==> src/rtl/lbc_pkg.sv <==
package lbc_pkg;

    localparam int SIZE_BITS    = 25;
    localparam int OUT_KEY_BITS = 32;
    localparam int DATA_BITS    = 32;
    localparam int ADDR_BITS    = 3;

    localparam logic [SIZE_BITS-1:0] CAP_RESET    = 25'd1048576;
    localparam logic [SIZE_BITS-1:0] MAXOBJ_RESET = 25'd102400;

    // register indexes, taken from paddr[2]
    localparam logic REG_CAPACITY = 1'b0;
    localparam logic REG_MAX_OBJ  = 1'b1;

    localparam logic ACT_LOOKUP = 1'b0;
    localparam logic ACT_INSERT = 1'b1;

    typedef enum logic [2:0] {
        KIND_HIT      = 3'd0,
        KIND_MISS     = 3'd1,
        KIND_EVICTED  = 3'd2,
        KIND_INSERTED = 3'd3,
        KIND_REJECTED = 3'd4
    } t_kind;

    typedef enum logic [1:0] {
        CMP_KEY,
        CMP_LRU,
        CMP_UPD
    } t_cmp_mode;

endpackage

==> src/rtl/lbc_req_if.sv <==
interface lbc_req_if #(
    parameter int KEY_BITS = 32
);
    import lbc_pkg::*;

    logic                 valid;
    logic                 ready;
    logic                 action;
    logic [KEY_BITS-1:0]  lookup_key;
    logic [SIZE_BITS-1:0] object_size;

    modport source (output valid, output action, output lookup_key, output object_size,
                    input ready);
    modport sink   (input valid, input action, input lookup_key, input object_size,
                    output ready);
endinterface

==> src/rtl/lbc_rsp_if.sv <==
interface lbc_rsp_if #(
    parameter int SLOT_BITS = 4
);
    import lbc_pkg::*;

    logic                    valid;
    logic                    ready;
    logic [2:0]              kind;
    logic [SLOT_BITS-1:0]    slot;
    logic [SIZE_BITS-1:0]    entry_size;
    logic [OUT_KEY_BITS-1:0] entry_key;
    logic                    last;

    modport source (output valid, output kind, output slot, output entry_size,
                    output entry_key, output last, input ready);
    modport sink   (input valid, input kind, input slot, input entry_size,
                    input entry_key, input last, output ready);
endinterface

==> src/rtl/lbc_ram.sv <==
module lbc_ram #(
    parameter int WIDTH = 32,
    parameter int DEPTH = 16
) (
    input  logic                     i_clk,
    input  logic                     i_we,
    input  logic [$clog2(DEPTH)-1:0] i_waddr,
    input  logic [WIDTH-1:0]         i_wdata,
    input  logic [$clog2(DEPTH)-1:0] i_raddr,
    output logic [WIDTH-1:0]         o_rdata
);

    logic [WIDTH-1:0] r_mem [DEPTH];
    logic [WIDTH-1:0] r_rdata;

    always_ff @(posedge i_clk) begin
        if (i_we) begin
            r_mem[i_waddr] <= i_wdata;
        end
        r_rdata <= r_mem[i_raddr];
    end

    assign o_rdata = r_rdata;

endmodule

==> src/rtl/lbc_cmp_unit.sv <==
module lbc_cmp_unit
    import lbc_pkg::*;
#(
    parameter int KEY_BITS  = 32,
    parameter int RANK_BITS = 4
) (
    input  t_cmp_mode            i_mode,
    input  logic                 i_valid,
    input  logic                 i_is_target,
    input  logic [KEY_BITS-1:0]  i_key_rd,
    input  logic [KEY_BITS-1:0]  i_ref_key,
    input  logic [RANK_BITS-1:0] i_rank_rd,
    input  logic [RANK_BITS-1:0] i_thr,
    input  logic [RANK_BITS-1:0] i_lru_rank,
    output logic                 o_match,
    output logic [RANK_BITS-1:0] o_rank_next
);

    always_comb begin
        o_match     = 1'b0;
        o_rank_next = i_rank_rd;
        unique case (i_mode)
            CMP_KEY: o_match = i_valid && (i_key_rd == i_ref_key);
            CMP_LRU: o_match = i_valid && (i_rank_rd == i_lru_rank);
            CMP_UPD: begin
                // target goes to front, younger valid entries age by one
                o_match = 1'b1;
                if (i_is_target) begin
                    o_rank_next = '0;
                end else if (i_valid && (i_rank_rd < i_thr)) begin
                    o_rank_next = i_rank_rd + RANK_BITS'(1);
                end
            end
            default: o_match = 1'b0;
        endcase
    end

endmodule

==> src/rtl/lru_byte_budget_cache_directory.sv <==
// Flow: a lookup miss or rejected insert scans the keys, then reports; a hit also updates the ranks.
// Insert: key scan and budget check, an LRU scan and an eviction beat per eviction, the free slot
// search, the rank update, then the write and the report.
// The key, LRU and rank passes step through the directory RAMs one entry a cycle on their single read port.
// One item is in flight; ready rises again in the cycle after the last beat loads the output register.
// Reset (synchronous, active low) clears valid bits, byte total and sequencer at once.
module lru_byte_budget_cache_directory
    import lbc_pkg::*;
#(
    parameter int ENTRIES  = 16,
    parameter int KEY_BITS = 32
) (
    input  logic                 i_clk,
    input  logic                 i_rst_n,
    lbc_req_if.sink              i_req,
    lbc_rsp_if.source            o_rsp,
    input  logic                 psel,
    input  logic                 penable,
    input  logic                 pwrite,
    input  logic [ADDR_BITS-1:0] paddr,
    input  logic [DATA_BITS-1:0] pwdata,
    output logic [DATA_BITS-1:0] prdata,
    output logic                 pready
);

    localparam int IW = $clog2(ENTRIES);
    localparam int CW = $clog2(ENTRIES + 1);

    typedef enum logic [3:0] {
        S_IDLE,
        S_HSCAN,
        S_CHECK,
        S_VSCAN,
        S_EVICT,
        S_FREE,
        S_UPD,
        S_INSW,
        S_FIN
    } t_state;

    t_state r_state, n_state;

    // configuration
    logic [SIZE_BITS-1:0] r_cap, n_cap;
    logic [SIZE_BITS-1:0] r_maxobj, n_maxobj;

    // captured request
    logic                 r_action, n_action;
    logic [KEY_BITS-1:0]  r_key, n_key;
    logic [SIZE_BITS-1:0] r_size, n_size;

    // directory state in flops
    logic [ENTRIES-1:0]   r_valid, n_valid;
    logic [CW-1:0]        r_count, n_count;
    logic [SIZE_BITS-1:0] r_used, n_used;

    // scan machinery: r_idx issues reads, r_pidx tags the data in the cycle after
    logic [CW-1:0]        r_idx, n_idx;
    logic                 r_pend, n_pend;
    logic [IW-1:0]        r_pidx, n_pidx;

    // working result
    t_kind                r_kind, n_kind;
    logic [IW-1:0]        r_slot, n_slot;
    logic [SIZE_BITS-1:0] r_ebytes, n_ebytes;
    logic [KEY_BITS-1:0]  r_ekey, n_ekey;
    logic [IW-1:0]        r_thr, n_thr;

    // output register
    logic                 r_ov, n_ov;
    t_kind                r_okind, n_okind;
    logic [IW-1:0]        r_oslot, n_oslot;
    logic [SIZE_BITS-1:0] r_osize, n_osize;
    logic [KEY_BITS-1:0]  r_okey, n_okey;
    logic                 r_olast, n_olast;

    // RAM hookup
    logic [KEY_BITS-1:0]  key_rd;
    logic [SIZE_BITS-1:0] bytes_rd;
    logic [IW-1:0]        rank_rd;
    logic                 ins_we;
    logic                 rank_we;
    logic [IW-1:0]        rank_wdata;
    logic [IW-1:0]        raddr;

    t_cmp_mode            cmp_mode;
    logic                 cmp_match;
    logic                 cfg_wr;
    logic                 issuing;
    logic                 scan_last;
    logic                 out_free;
    logic                 fits;
    logic                 oversize;
    logic [SIZE_BITS:0]   sum_used;

    assign raddr     = r_idx[IW-1:0];
    assign issuing   = (r_idx < CW'(ENTRIES));
    assign scan_last = r_pend && (r_pidx == IW'(ENTRIES - 1));
    assign out_free  = !r_ov || o_rsp.ready;
    assign sum_used  = {1'b0, r_used} + {1'b0, r_size};
    assign fits      = (sum_used <= {1'b0, r_cap}) && (r_count < CW'(ENTRIES));
    assign oversize  = (r_size > r_maxobj) || (r_size > r_cap);
    assign ins_we    = (r_state == S_INSW);
    assign rank_we   = (r_state == S_UPD) && r_pend;

    always_comb begin
        unique case (r_state)
            S_HSCAN: cmp_mode = CMP_KEY;
            S_VSCAN: cmp_mode = CMP_LRU;
            default: cmp_mode = CMP_UPD;
        endcase
    end

    lbc_ram #(.WIDTH(KEY_BITS), .DEPTH(ENTRIES)) u_key_ram (
        .i_clk   (i_clk),
        .i_we    (ins_we),
        .i_waddr (r_slot),
        .i_wdata (r_key),
        .i_raddr (raddr),
        .o_rdata (key_rd)
    );

    lbc_ram #(.WIDTH(SIZE_BITS), .DEPTH(ENTRIES)) u_bytes_ram (
        .i_clk   (i_clk),
        .i_we    (ins_we),
        .i_waddr (r_slot),
        .i_wdata (r_size),
        .i_raddr (raddr),
        .o_rdata (bytes_rd)
    );

    lbc_ram #(.WIDTH(IW), .DEPTH(ENTRIES)) u_rank_ram (
        .i_clk   (i_clk),
        .i_we    (rank_we),
        .i_waddr (r_pidx),
        .i_wdata (rank_wdata),
        .i_raddr (raddr),
        .o_rdata (rank_rd)
    );

    // one compare unit serves key search, LRU search and rank update
    lbc_cmp_unit #(.KEY_BITS(KEY_BITS), .RANK_BITS(IW)) u_cmp (
        .i_mode      (cmp_mode),
        .i_valid     (r_valid[r_pidx]),
        .i_is_target (r_pidx == r_slot),
        .i_key_rd    (key_rd),
        .i_ref_key   (r_key),
        .i_rank_rd   (rank_rd),
        .i_thr       (r_thr),
        .i_lru_rank  (IW'(r_count - CW'(1))),
        .o_match     (cmp_match),
        .o_rank_next (rank_wdata)
    );

    // APB: write on the access phase, pready tied high
    assign cfg_wr = psel && penable && pwrite && pready;
    assign pready = 1'b1;
    assign prdata = (paddr[2] == REG_MAX_OBJ) ? DATA_BITS'(r_maxobj) : DATA_BITS'(r_cap);

    assign i_req.ready = (r_state == S_IDLE);

    always_comb begin
        n_state  = r_state;
        n_cap    = r_cap;
        n_maxobj = r_maxobj;
        n_action = r_action;
        n_key    = r_key;
        n_size   = r_size;
        n_valid  = r_valid;
        n_count  = r_count;
        n_used   = r_used;
        n_idx    = r_idx;
        n_pend   = 1'b0;
        n_pidx   = r_pidx;
        n_kind   = r_kind;
        n_slot   = r_slot;
        n_ebytes = r_ebytes;
        n_ekey   = r_ekey;
        n_thr    = r_thr;
        n_ov     = r_ov && !o_rsp.ready;
        n_okind  = r_okind;
        n_oslot  = r_oslot;
        n_osize  = r_osize;
        n_okey   = r_okey;
        n_olast  = r_olast;

        if (cfg_wr) begin
            if (paddr[2] == REG_CAPACITY) begin
                n_cap = pwdata[SIZE_BITS-1:0];
            end else begin
                n_maxobj = pwdata[SIZE_BITS-1:0];
            end
        end

        // advance the read pipeline in the RAM scan states
        if ((r_state == S_HSCAN) || (r_state == S_VSCAN) || (r_state == S_UPD)) begin
            n_pend = issuing;
            n_pidx = raddr;
            if (issuing) begin
                n_idx = r_idx + CW'(1);
            end
        end

        unique case (r_state)
            S_IDLE: begin
                if (i_req.valid) begin
                    n_action = i_req.action;
                    n_key    = i_req.lookup_key;
                    n_size   = i_req.object_size;
                    n_idx    = '0;
                    n_state  = S_HSCAN;
                end
            end
            S_HSCAN: begin
                if (r_pend && cmp_match) begin
                    n_kind   = KIND_HIT;
                    n_slot   = r_pidx;
                    n_ebytes = bytes_rd;
                    n_ekey   = key_rd;
                    n_thr    = rank_rd;
                    n_idx    = '0;
                    n_pend   = 1'b0;
                    n_state  = S_UPD;
                end else if (scan_last) begin
                    n_slot = '0;
                    n_ekey = r_key;
                    if (r_action == ACT_LOOKUP) begin
                        n_kind   = KIND_MISS;
                        n_ebytes = '0;
                        n_state  = S_FIN;
                    end else if (oversize) begin
                        n_kind   = KIND_REJECTED;
                        n_ebytes = r_size;
                        n_state  = S_FIN;
                    end else begin
                        n_state = S_CHECK;
                    end
                end
            end
            S_CHECK: begin
                n_idx = '0;
                if (fits || (r_count == '0)) begin
                    n_state = S_FREE;
                end else begin
                    n_state = S_VSCAN;
                end
            end
            S_VSCAN: begin
                // the least recent entry holds rank count-1
                if (r_pend && cmp_match) begin
                    n_kind   = KIND_EVICTED;
                    n_slot   = r_pidx;
                    n_ebytes = bytes_rd;
                    n_ekey   = key_rd;
                    n_pend   = 1'b0;
                    n_state  = S_EVICT;
                end
            end
            S_EVICT: begin
                if (out_free) begin
                    n_ov            = 1'b1;
                    n_okind         = r_kind;
                    n_oslot         = r_slot;
                    n_osize         = r_ebytes;
                    n_okey          = r_ekey;
                    n_olast         = 1'b0;
                    n_valid[r_slot] = 1'b0;
                    n_count         = r_count - CW'(1);
                    n_used          = (r_used >= r_ebytes) ? (r_used - r_ebytes) : '0;
                    n_state         = S_CHECK;
                end
            end
            S_FREE: begin
                // walk valid bits to the lowest free slot
                if (!r_valid[raddr]) begin
                    n_kind   = KIND_INSERTED;
                    n_slot   = raddr;
                    n_ebytes = r_size;
                    n_ekey   = r_key;
                    n_thr    = IW'(r_count);
                    n_idx    = '0;
                    n_state  = S_UPD;
                end else begin
                    n_idx = r_idx + CW'(1);
                end
            end
            S_UPD: begin
                if (scan_last) begin
                    n_state = (r_kind == KIND_HIT) ? S_FIN : S_INSW;
                end
            end
            S_INSW: begin
                n_valid[r_slot] = 1'b1;
                n_count         = r_count + CW'(1);
                n_used          = sum_used[SIZE_BITS-1:0];
                n_state         = S_FIN;
            end
            S_FIN: begin
                if (out_free) begin
                    n_ov    = 1'b1;
                    n_okind = r_kind;
                    n_oslot = r_slot;
                    n_osize = r_ebytes;
                    n_okey  = r_ekey;
                    n_olast = 1'b1;
                    n_state = S_IDLE;
                end
            end
            default: n_state = S_IDLE;
        endcase
    end

    always_ff @(posedge i_clk) begin
        if (!i_rst_n) begin
            r_state  <= S_IDLE;
            r_cap    <= CAP_RESET;
            r_maxobj <= MAXOBJ_RESET;
            r_valid  <= '0;
            r_count  <= '0;
            r_used   <= '0;
            r_idx    <= '0;
            r_pend   <= 1'b0;
            r_ov     <= 1'b0;
        end else begin
            r_state  <= n_state;
            r_cap    <= n_cap;
            r_maxobj <= n_maxobj;
            r_valid  <= n_valid;
            r_count  <= n_count;
            r_used   <= n_used;
            r_idx    <= n_idx;
            r_pend   <= n_pend;
            r_ov     <= n_ov;
        end
        r_action <= n_action;
        r_key    <= n_key;
        r_size   <= n_size;
        r_pidx   <= n_pidx;
        r_kind   <= n_kind;
        r_slot   <= n_slot;
        r_ebytes <= n_ebytes;
        r_ekey   <= n_ekey;
        r_thr    <= n_thr;
        r_okind  <= n_okind;
        r_oslot  <= n_oslot;
        r_osize  <= n_osize;
        r_okey   <= n_okey;
        r_olast  <= n_olast;
    end

    assign o_rsp.valid      = r_ov;
    assign o_rsp.kind       = r_okind;
    assign o_rsp.slot       = r_oslot;
    assign o_rsp.entry_size = r_osize;
    assign o_rsp.last       = r_olast;

    // report the low key bits, zero-filled for narrow keys
    generate
        if (KEY_BITS >= OUT_KEY_BITS) begin : g_key_wide
            assign o_rsp.entry_key = r_okey[OUT_KEY_BITS-1:0];
        end else begin : g_key_narrow
            assign o_rsp.entry_key = {{(OUT_KEY_BITS-KEY_BITS){1'b0}}, r_okey};
        end
    endgenerate

endmodule

==> src/flat_wrapper.sv <==
// flat-port wrapper written by rule: the top's interface ports become plain ports
module lru_byte_budget_cache_directory_flat import lbc_pkg::*;
#(
    parameter int ENTRIES  = 16,
    parameter int KEY_BITS = 32
)
  (i_clk, i_rst_n, psel, penable, pwrite, paddr, pwdata, prdata, pready, i_req_valid, i_req_action, i_req_lookup_key, i_req_object_size, i_req_ready, o_rsp_valid, o_rsp_kind, o_rsp_slot, o_rsp_entry_size, o_rsp_entry_key, o_rsp_last, o_rsp_ready);
  lbc_req_if #(.KEY_BITS(KEY_BITS)) i_req_i ();
  lbc_rsp_if #(.SLOT_BITS(4)) o_rsp_i ();
  input  logic i_clk;
  input  logic i_rst_n;
  input  logic psel;
  input  logic penable;
  input  logic pwrite;
  input  logic [ADDR_BITS-1:0] paddr;
  input  logic [DATA_BITS-1:0] pwdata;
  output logic [DATA_BITS-1:0] prdata;
  output logic pready;
  input wire logic [$bits(i_req_i.valid)-1:0] i_req_valid;
  input wire logic [$bits(i_req_i.action)-1:0] i_req_action;
  input wire logic [$bits(i_req_i.lookup_key)-1:0] i_req_lookup_key;
  input wire logic [$bits(i_req_i.object_size)-1:0] i_req_object_size;
  output wire logic [$bits(i_req_i.ready)-1:0] i_req_ready;
  output wire logic [$bits(o_rsp_i.valid)-1:0] o_rsp_valid;
  output wire logic [$bits(o_rsp_i.kind)-1:0] o_rsp_kind;
  output wire logic [$bits(o_rsp_i.slot)-1:0] o_rsp_slot;
  output wire logic [$bits(o_rsp_i.entry_size)-1:0] o_rsp_entry_size;
  output wire logic [$bits(o_rsp_i.entry_key)-1:0] o_rsp_entry_key;
  output wire logic [$bits(o_rsp_i.last)-1:0] o_rsp_last;
  input wire logic [$bits(o_rsp_i.ready)-1:0] o_rsp_ready;
  assign i_req_i.valid = i_req_valid;
  assign i_req_i.action = i_req_action;
  assign i_req_i.lookup_key = i_req_lookup_key;
  assign i_req_i.object_size = i_req_object_size;
  assign i_req_ready = i_req_i.ready;
  assign o_rsp_valid = o_rsp_i.valid;
  assign o_rsp_kind = o_rsp_i.kind;
  assign o_rsp_slot = o_rsp_i.slot;
  assign o_rsp_entry_size = o_rsp_i.entry_size;
  assign o_rsp_entry_key = o_rsp_i.entry_key;
  assign o_rsp_last = o_rsp_i.last;
  assign o_rsp_i.ready = o_rsp_ready;
  lru_byte_budget_cache_directory #(.ENTRIES(ENTRIES), .KEY_BITS(KEY_BITS)) u_core (.i_clk(i_clk), .i_rst_n(i_rst_n), .i_req(i_req_i), .o_rsp(o_rsp_i), .psel(psel), .penable(penable), .pwrite(pwrite), .paddr(paddr), .pwdata(pwdata), .prdata(prdata), .pready(pready));
endmodule
==> config.mk <==
export PLATFORM = sky130hd
export DESIGN_NAME = lru_byte_budget_cache_directory_flat
export DESIGN_NICKNAME = d
export VERILOG_FILES = /design/src/rtl/lbc_pkg.sv /design/src/rtl/lbc_req_if.sv /design/src/rtl/lbc_rsp_if.sv /design/src/rtl/lbc_ram.sv /design/src/rtl/lbc_cmp_unit.sv /design/src/rtl/lru_byte_budget_cache_directory.sv /design/src/flat_wrapper.sv
export SDC_FILE = /design/constraint.sdc
export NUM_CORES = 2
export LEC_CHECK = 0
export BUFFER_PORTS_ARGS = -buffer_cell sky130_fd_sc_hd__buf_2
export CAP_MARGIN = 20
export CORE_MARGIN = 5
export CORE_UTILIZATION = 25
export CTS_CLUSTER_SIZE = 20
export DETAILED_ROUTE_END_ITERATION = 16
export PLACE_DENSITY = 0.44
export SYNTH_ARGS = -nofsm -noshare
export SYNTH_HDL_FRONTEND = slang
export SYNTH_HIERARCHICAL = 1
export SYNTH_SLANG_ARGS = --single-unit
==> constraint.sdc <==
create_clock -name i_clk -period 6.6 [get_ports i_clk]
set_input_delay 1.32 -clock i_clk [delete_from_list [all_inputs] [get_ports i_clk]]
set_output_delay 1.32 -clock i_clk [all_outputs]
set_load 0.01 [all_outputs]
* Word level (Yosys, flattened, before mapping) *
Memories as Yosys holds them, arrays and structs flattened. A register that Yosys moved wholly into a read port is not among the register bits.
Cells that the tools add are included.

storage, ports and cells
  bits in registers = 302
  memory bits (writable) = 976
  bits of input ports = 100
  output and inout bits = 100
  word-level logic and storage cells = 185
  memories kept = 3

operators by class
  add/sub/neg operators = 6
  magnitude comparators = 11
  equal/unequal tests = 23
  multiplexer cells = 77
  bitwise gates (word level) = 4
  reductions and logical operators = 38

memory list
  memory                    words  bits a word  rd ports  clocked after Yosys merged registers in  write ports  line           RTL
  u_core.u_key_ram.r_mem    16     32           1         1                                        1            lbc_ram.sv:13  logic [WIDTH-1:0] r_mem [DEPTH];
  u_core.u_bytes_ram.r_mem  16     25           1         1                                        1            lbc_ram.sv:13
  u_core.u_rank_ram.r_mem   16     4            1         1                                        1            lbc_ram.sv:13

operator list
  operator                                                     count
  2-to-1 mux 25 bit                                            9
  2-to-1 mux 32 bit                                            4
  case mux 32 bit (3 select lines)                             1
  2-to-1 mux 4 bit                                             20
  case mux 25 bit (3 select lines)                             1
  > comparator 25 bit                                          2
  case mux 25 bit (2 select lines)                             1
  case mux 4 bit (9 select lines)                              1
  == test 32 bit                                               1
  case mux 16 bit (2 select lines)                             1
  2-to-1 mux 5 bit                                             6
  adder 25 x 25 -> 26 bit                                      1
  <= comparator 26 x 25 -> 1 bit                               1
  >= comparator 25 bit                                         1
  subtractor 25 bit                                            1
  2-to-1 mux 3 bit                                             7
  case mux 5 bit (4 select lines)                              1
  bitwise AND 16 bit                                           1
  == test 4 x 3 -> 1 bit (second input constant)               4
  2-to-1 mux 16 bit                                            1
  NOT 16 bit                                                   1
  OR 16 bit                                                    1
  less-than comparator 4 x 5 -> 1 bit (second input constant)  3
  2-to-1 mux 1 bit                                             14
  41 further kinds                                             75

* Longest topological paths before layout *
  depth after elaboration = 8
  depth in mapped cells = 19

* Cells and area by module *
The synthesis kept the hierarchy.

by module, submodules not included
  module                           times used  cells an instance  area each (µm²)  sequential area each (µm²)
  lbc_ram at u_core.u_key_ram      1           838                19,835.3         16,015.4
  lru_byte_budget_cache_directory  1           1,581              16,303.1         7,997.7
  lbc_ram at u_core.u_bytes_ram    1           660                15,551.2         12,512.0
  lbc_ram at u_core.u_rank_ram     1           130                2,666.3          2,001.9
  lbc_cmp_unit                     1           81                 619.3            0.0

* Worst setup path before layout *
No wires, ideal clock.

  kind = flip-flop to flip-flop
  start = register u_core.r_pidx[0]
  end = register u_core.r_ebytes[0] (enable)
  library setup time = 0.386 ns
  data arrival time = 4.352 ns
  required time = 6.214 ns
  slack = 1.862 ns
  cell stages (with the launch flop) = 11
  path buffers = 1
  clock period less this slack = 4.738 ns
  cells stage by stage = edfxtp_1 > clkbuf_1 > mux4_2 > mux4_2 > o21ai_0 > a21oi_1 > a21oi_1 > o21ai_0 > a21oi_1 > nor2_1 > o21a_1

on the way
  cells in the longest elaborated chain, start to end = 7

ends and longest elaborated chain
  element                                          line                                                                            RTL
  from (decl)                                      lru_byte_budget_cache_directory.sv:60                                           logic [IW-1:0] r_pidx, n_pidx;
  from (signal assigned)                           lru_byte_budget_cache_directory.sv:338                                          r_pidx <= n_pidx;
  binary-select mux 1 bit (select 4 bit) *         lru_byte_budget_cache_directory.sv:144                                          .i_valid (r_valid[r_pidx]),
  2-to-1 mux 1 bit (not written as such) *         lru_byte_budget_cache_directory.sv:144
  logical AND 1 bit, on equally long branches      lbc_cmp_unit.sv:24, lbc_cmp_unit.sv:23
  case mux 1 bit (3 select lines) *                lbc_cmp_unit.sv:22                                                              unique case (i_mode)
  named net u_core.cmp_match                       lru_byte_budget_cache_directory.sv:87                                           logic cmp_match;
  logical AND 1 bit *                              lru_byte_budget_cache_directory.sv:215, lru_byte_budget_cache_directory.sv:250
  != test 4 bit (no line) (tied with other cells)  -
  AND reduction 5 bit (no line) *                  -
  to (signal assigned)                             lru_byte_budget_cache_directory.sv:341                                          r_ebytes <= n_ebytes;
  to (decl)                                        lru_byte_budget_cache_directory.sv:65                                           logic [SIZE_BITS-1:0] r_ebytes, n_ebytes;

Mark *: on every way through the listed nets, which the timed path passes. The rest lies on a longest branch. The select of a mux whose other input is x is not followed.
A chain may end at the register's enable or synchronous reset.

* Final worst setup path *
  start = register u_core.r_size[0]
  end = register u_core.r_state[2]

on the way
  cells in the longest elaborated chain, start to end = 6

ends and longest elaborated chain
  element                          line                                    RTL
  from (decl)                      lru_byte_budget_cache_directory.sv:50   logic [SIZE_BITS-1:0] r_size, n_size;
  from (signal assigned)           lru_byte_budget_cache_directory.sv:337  r_size <= n_size;
  adder 25 x 25 -> 26 bit          lru_byte_budget_cache_directory.sv:100  assign sum_used = {1'b0, r_used} + {1'b0, r_size};
  <= comparator 26 x 25 -> 1 bit   lru_byte_budget_cache_directory.sv:101  assign fits = (sum_used <= {1'b0, r_cap}) && (r_count < CW'(ENTRIES));
  logical AND 1 bit                lru_byte_budget_cache_directory.sv:101
  logical OR 1 bit                 lru_byte_budget_cache_directory.sv:242  if (fits || (r_count == '0)) begin
  2-to-1 mux 3 bit                 lru_byte_budget_cache_directory.sv:242
  case mux 4 bit (9 select lines)  lru_byte_budget_cache_directory.sv:204  unique case (r_state)
  to (signal assigned)             lru_byte_budget_cache_directory.sv:325  r_state <= n_state;
  to (decl)                        lru_byte_budget_cache_directory.sv:41   t_state r_state, n_state;

No other way between the ends.

==> flow_metrics.env <==
export IMPL_status="finished, final reports clean"
export IMPL_cts_root_buf="clkbuf_16"
export IMPL_synth_area_um2=54980
export IMPL_ys_seq_area_share_pct=70.08
export IMPL_maxCapViolations=0
export IMPL_syn_to_final_growth_pct=17.97
export IMPL_cts_num_sinks=1339
export IMPL_holdWs_ns=0.4205
export IMPL_slowest_stage="nor4_1"
export IMPL_clkLatencyLatePin_ns=0.82
export IMPL_numCtsBuffers=150
export IMPL_cp_required_ns=7.26
export IMPL_yosys_register_bits=1339
export IMPL_path_cells="ha_1 -> inv_1 -> fa_1 -> nor2b_4 -> o31a_1 -> o41ai_1 -> o31ai_2 -> buf_4 -> o2111ai_1 -> a31oi_1 -> xor2_1 -> ha_1 -> nand3_1 -> nor4_1 -> o21ai_0 -> a31oi_1 -> or4_1 -> a2111o_1 -> a31oi_1 -> o211a_1"
export IMPL_drc_errors=0
export IMPL_timing_hold_violations_final=0
export IMPL_nets=3827
export IMPL_synthFlopType="edfxtp_1"
export IMPL_avgSynthCellArea_um2=16.71
export IMPL_synth_top_area_share_pct=63.96
export IMPL_cpMostUsedCell="a31oi_1"
export IMPL_fmax_mhz=169.6
export IMPL_cts_tree="built"
export IMPL_port_buffers=182
export IMPL_overflow=0
export IMPL_peakVddDrop_mv=0.2714
export IMPL_postCtsHoldBufs=0
export IMPL_finalCritPeriodShare_pct=89.33
export IMPL_critPathCaptureType="register"
export IMPL_critical_path_arrival_ns=6.56
export IMPL_critPathLaunchType="register"
export IMPL_postCtsSetupBuffers=0
export IMPL_grt_max_degree=55
export IMPL_pin_count=200
export IMPL_wl_per_cell_um=25.62
export IMPL_h_tree_depth=4
export IMPL_crit_fanout=19
export IMPL_dr_total_vias=30870
export IMPL_synth_area_leaders="edfxtp_1 (64%), mux4_2 (9.8%), dfxtp_1 (6.1%)"
export IMPL_setup_viol=0
export IMPL_tightest_slew_ns=1.147
export IMPL_drive_above_1_share_pct=23.16
export IMPL_skew_ns=0.05796
export IMPL_relSlewSlack_pct=23.31
export IMPL_slew_viol_final=0
export IMPL_crit_type="reg -> reg"
export IMPL_die_h_um=478.9
export IMPL_p_leak_uw=0.02110
export IMPL_cts_path_max_buffers=3
export IMPL_dpl_hpwl_um=104600
export IMPL_path_clk_slew_ns=0.06
export IMPL_synth_edf_count=1171
export IMPL_yosysWarnings=6
export IMPL_ys_types=86
export IMPL_grt_pass1_wl_um=237600
export IMPL_cts_resized=0
export IMPL_row_count=172
export IMPL_die_x_um=478.9
export IMPL_viasPerCell=4.683
export IMPL_die_area_um2=229400
export IMPL_grtUsageTotal_pct=14.39
export IMPL_postRouteAntennaNets=0
export IMPL_slowest_delay_ns=0.80
export IMPL_drt_iter0_markers=2591
export IMPL_antenna_found_initial=24
export IMPL_routed_wl_um=168900
export IMPL_p_per_area_nw_per_um2=391.7
export IMPL_async_reset_ff_share_pct=0
export IMPL_core_area_um2=219300
export IMPL_grt_pass1_vias=31410
export IMPL_finalCriticalPeriod_ns=5.896
export IMPL_total_power_uw=25400
export IMPL_syn_inst=3290
export IMPL_rsz0062_at_grt="false"
export IMPL_gp_congestion=0.8259
export IMPL_synth_top_area_cell="edfxtp_1"
export IMPL_setup_tns_ns=0
export IMPL_drtPass1Iterations=5
export IMPL_hold_class="reg -> reg"
export IMPL_start_util_pct=25.07
## per-layer routing
| layer | up-vias | global-route usage, % | share of wire [%] |
|---|---|---|---|
| met1 | 16160 | 19.01 | 44 |
| met2 | 802 | 24.34 | 49 |
| met3 | 230 | 2.098 | 4.4 |
| met4 | 2 | 4.737 | 3.1 |
| met5 | - | 0 | 0.0077 |
| li1 | 13680 | - | - |
## stage by stage
stage	util (%)	worst slack, ns	instance area [µm²]	instances
3_3_place_gp	27.32	0.9018	59920	6307
3_5_place_dp	27.33	0.8644	59940	6309
4_1_cts	29.56	0.8227	64820	6584
2_1_floorplan	-	1.862	55000	3296
5_1_grt	29.57	0.4881	64850	6592
6_report	29.57	0.7042	64850	6592
## sequential cells by signal (all words and copies together), names as in the netlist, 5 cells and up, named ones only
register and flops:
u_core/r_cap 25, u_core/r_idx 5, u_core/u_key_ram/r_mem 512, u_core/u_rank_ram/r_mem 64
u_core/o_rsp.entry_key 32, u_core/r_key 32, u_core/o_rsp.entry_size 25, u_core/r_ekey 32
u_core/r_used 25, u_core/r_size 25, u_core/r_maxobj 25, u_core/u_bytes_ram/r_mem 400
u_core/u_bytes_ram/o_rdata 25, u_core/r_ebytes 25, u_core/u_key_ram/o_rdata 32, u_core/r_count 5
## critical path, delay by kind of cell, from the launching register on
family	cells	cell delay, ns
buf+inv	2	0.25
xor+xnor	1	0.21
flops	1	0.65
simple gates	4	1.19
fa+ha+maj	3	0.92
compound gates	10	2.52
## cells in the mapped netlist (58+ instances only)
master    instances
xnor2_1          58
nor2_1          121
clkbuf_1         85
dfxtp_1         168
o21ai_0          86
edfxtp_1       1171
ha_1            134
mux4_2          240
nand2_1         275
a21oi_1         130
inv_1           106
a22oi_1         124
## area by class of cell
class | count | area [µm²]
clock inverters | 80 | 870.8
clock buffers | 195 | 4003
diodes | 7 | 17.52
well taps | 2871 | 3592
fillers | 21710 | 154400
repair buffers | 298 | 1814
flip-flops and latches | 1339 | 38530
multi-input cells | 1695 | 15620
inverters | 107 | 401.6
## cell usage in the layout, fill, tap and decap left out, types with 27 or more instances in the layout
cell,netlist,final
edfxtp_1,1171,1171
nand2_1,275,274
mux4_2,240,240
buf_2,13,182
dfxtp_1,168,166
clkbuf_16,0,150
ha_1,134,134
a21oi_1,130,130
a22oi_1,124,124
buf_4,24,113
inv_1,106,106
nor2_1,121,90
o21ai_0,86,86
xnor2_1,58,58
nand3_1,42,42
clkbuf_1,85,37
nor3_1,43,35
mux2_2,34,34
nand4_1,32,32
nor2_4,0,28
clkinv_2,0,27
a21o_1,27,27
## cell families after synthesis
logic type,after synthesis,share of synthesized area [%]
AO/OA/AOI/OAI,535,6.564
XOR/XNOR,83,1.322
adder cells (fa/ha/maj),136,3.123
buffers and inverters,262,2.108
flip-flops,1339,70.08
multiplexers,302,11.45
other,2,0.01366
AND/OR/NAND/NOR,631,5.337
## worst paths after layout
check / start / endpoint / slack [ns] / cells after the start
worst max-delay path: u_core/r_size[0] / u_core/r_state[2] / 0.70 / 20
worst min-delay path: u_core/r_ekey[7] / u_core/o_rsp.entry_key[7] / 0.42 / 0
worst max register to register: u_core/r_size[0] / u_core/r_state[2] / 0.70 / 20
worst min register to register: u_core/r_ekey[7] / u_core/o_rsp.entry_key[7] / 0.42 / 0
## where the power goes
part	total (µW)	internal [µW]	switching (µW)
sequential	11600	10700	987
combinational	5510	2210	3310
clock	8250	4690	3560
(Power assumes the default switching activity.)
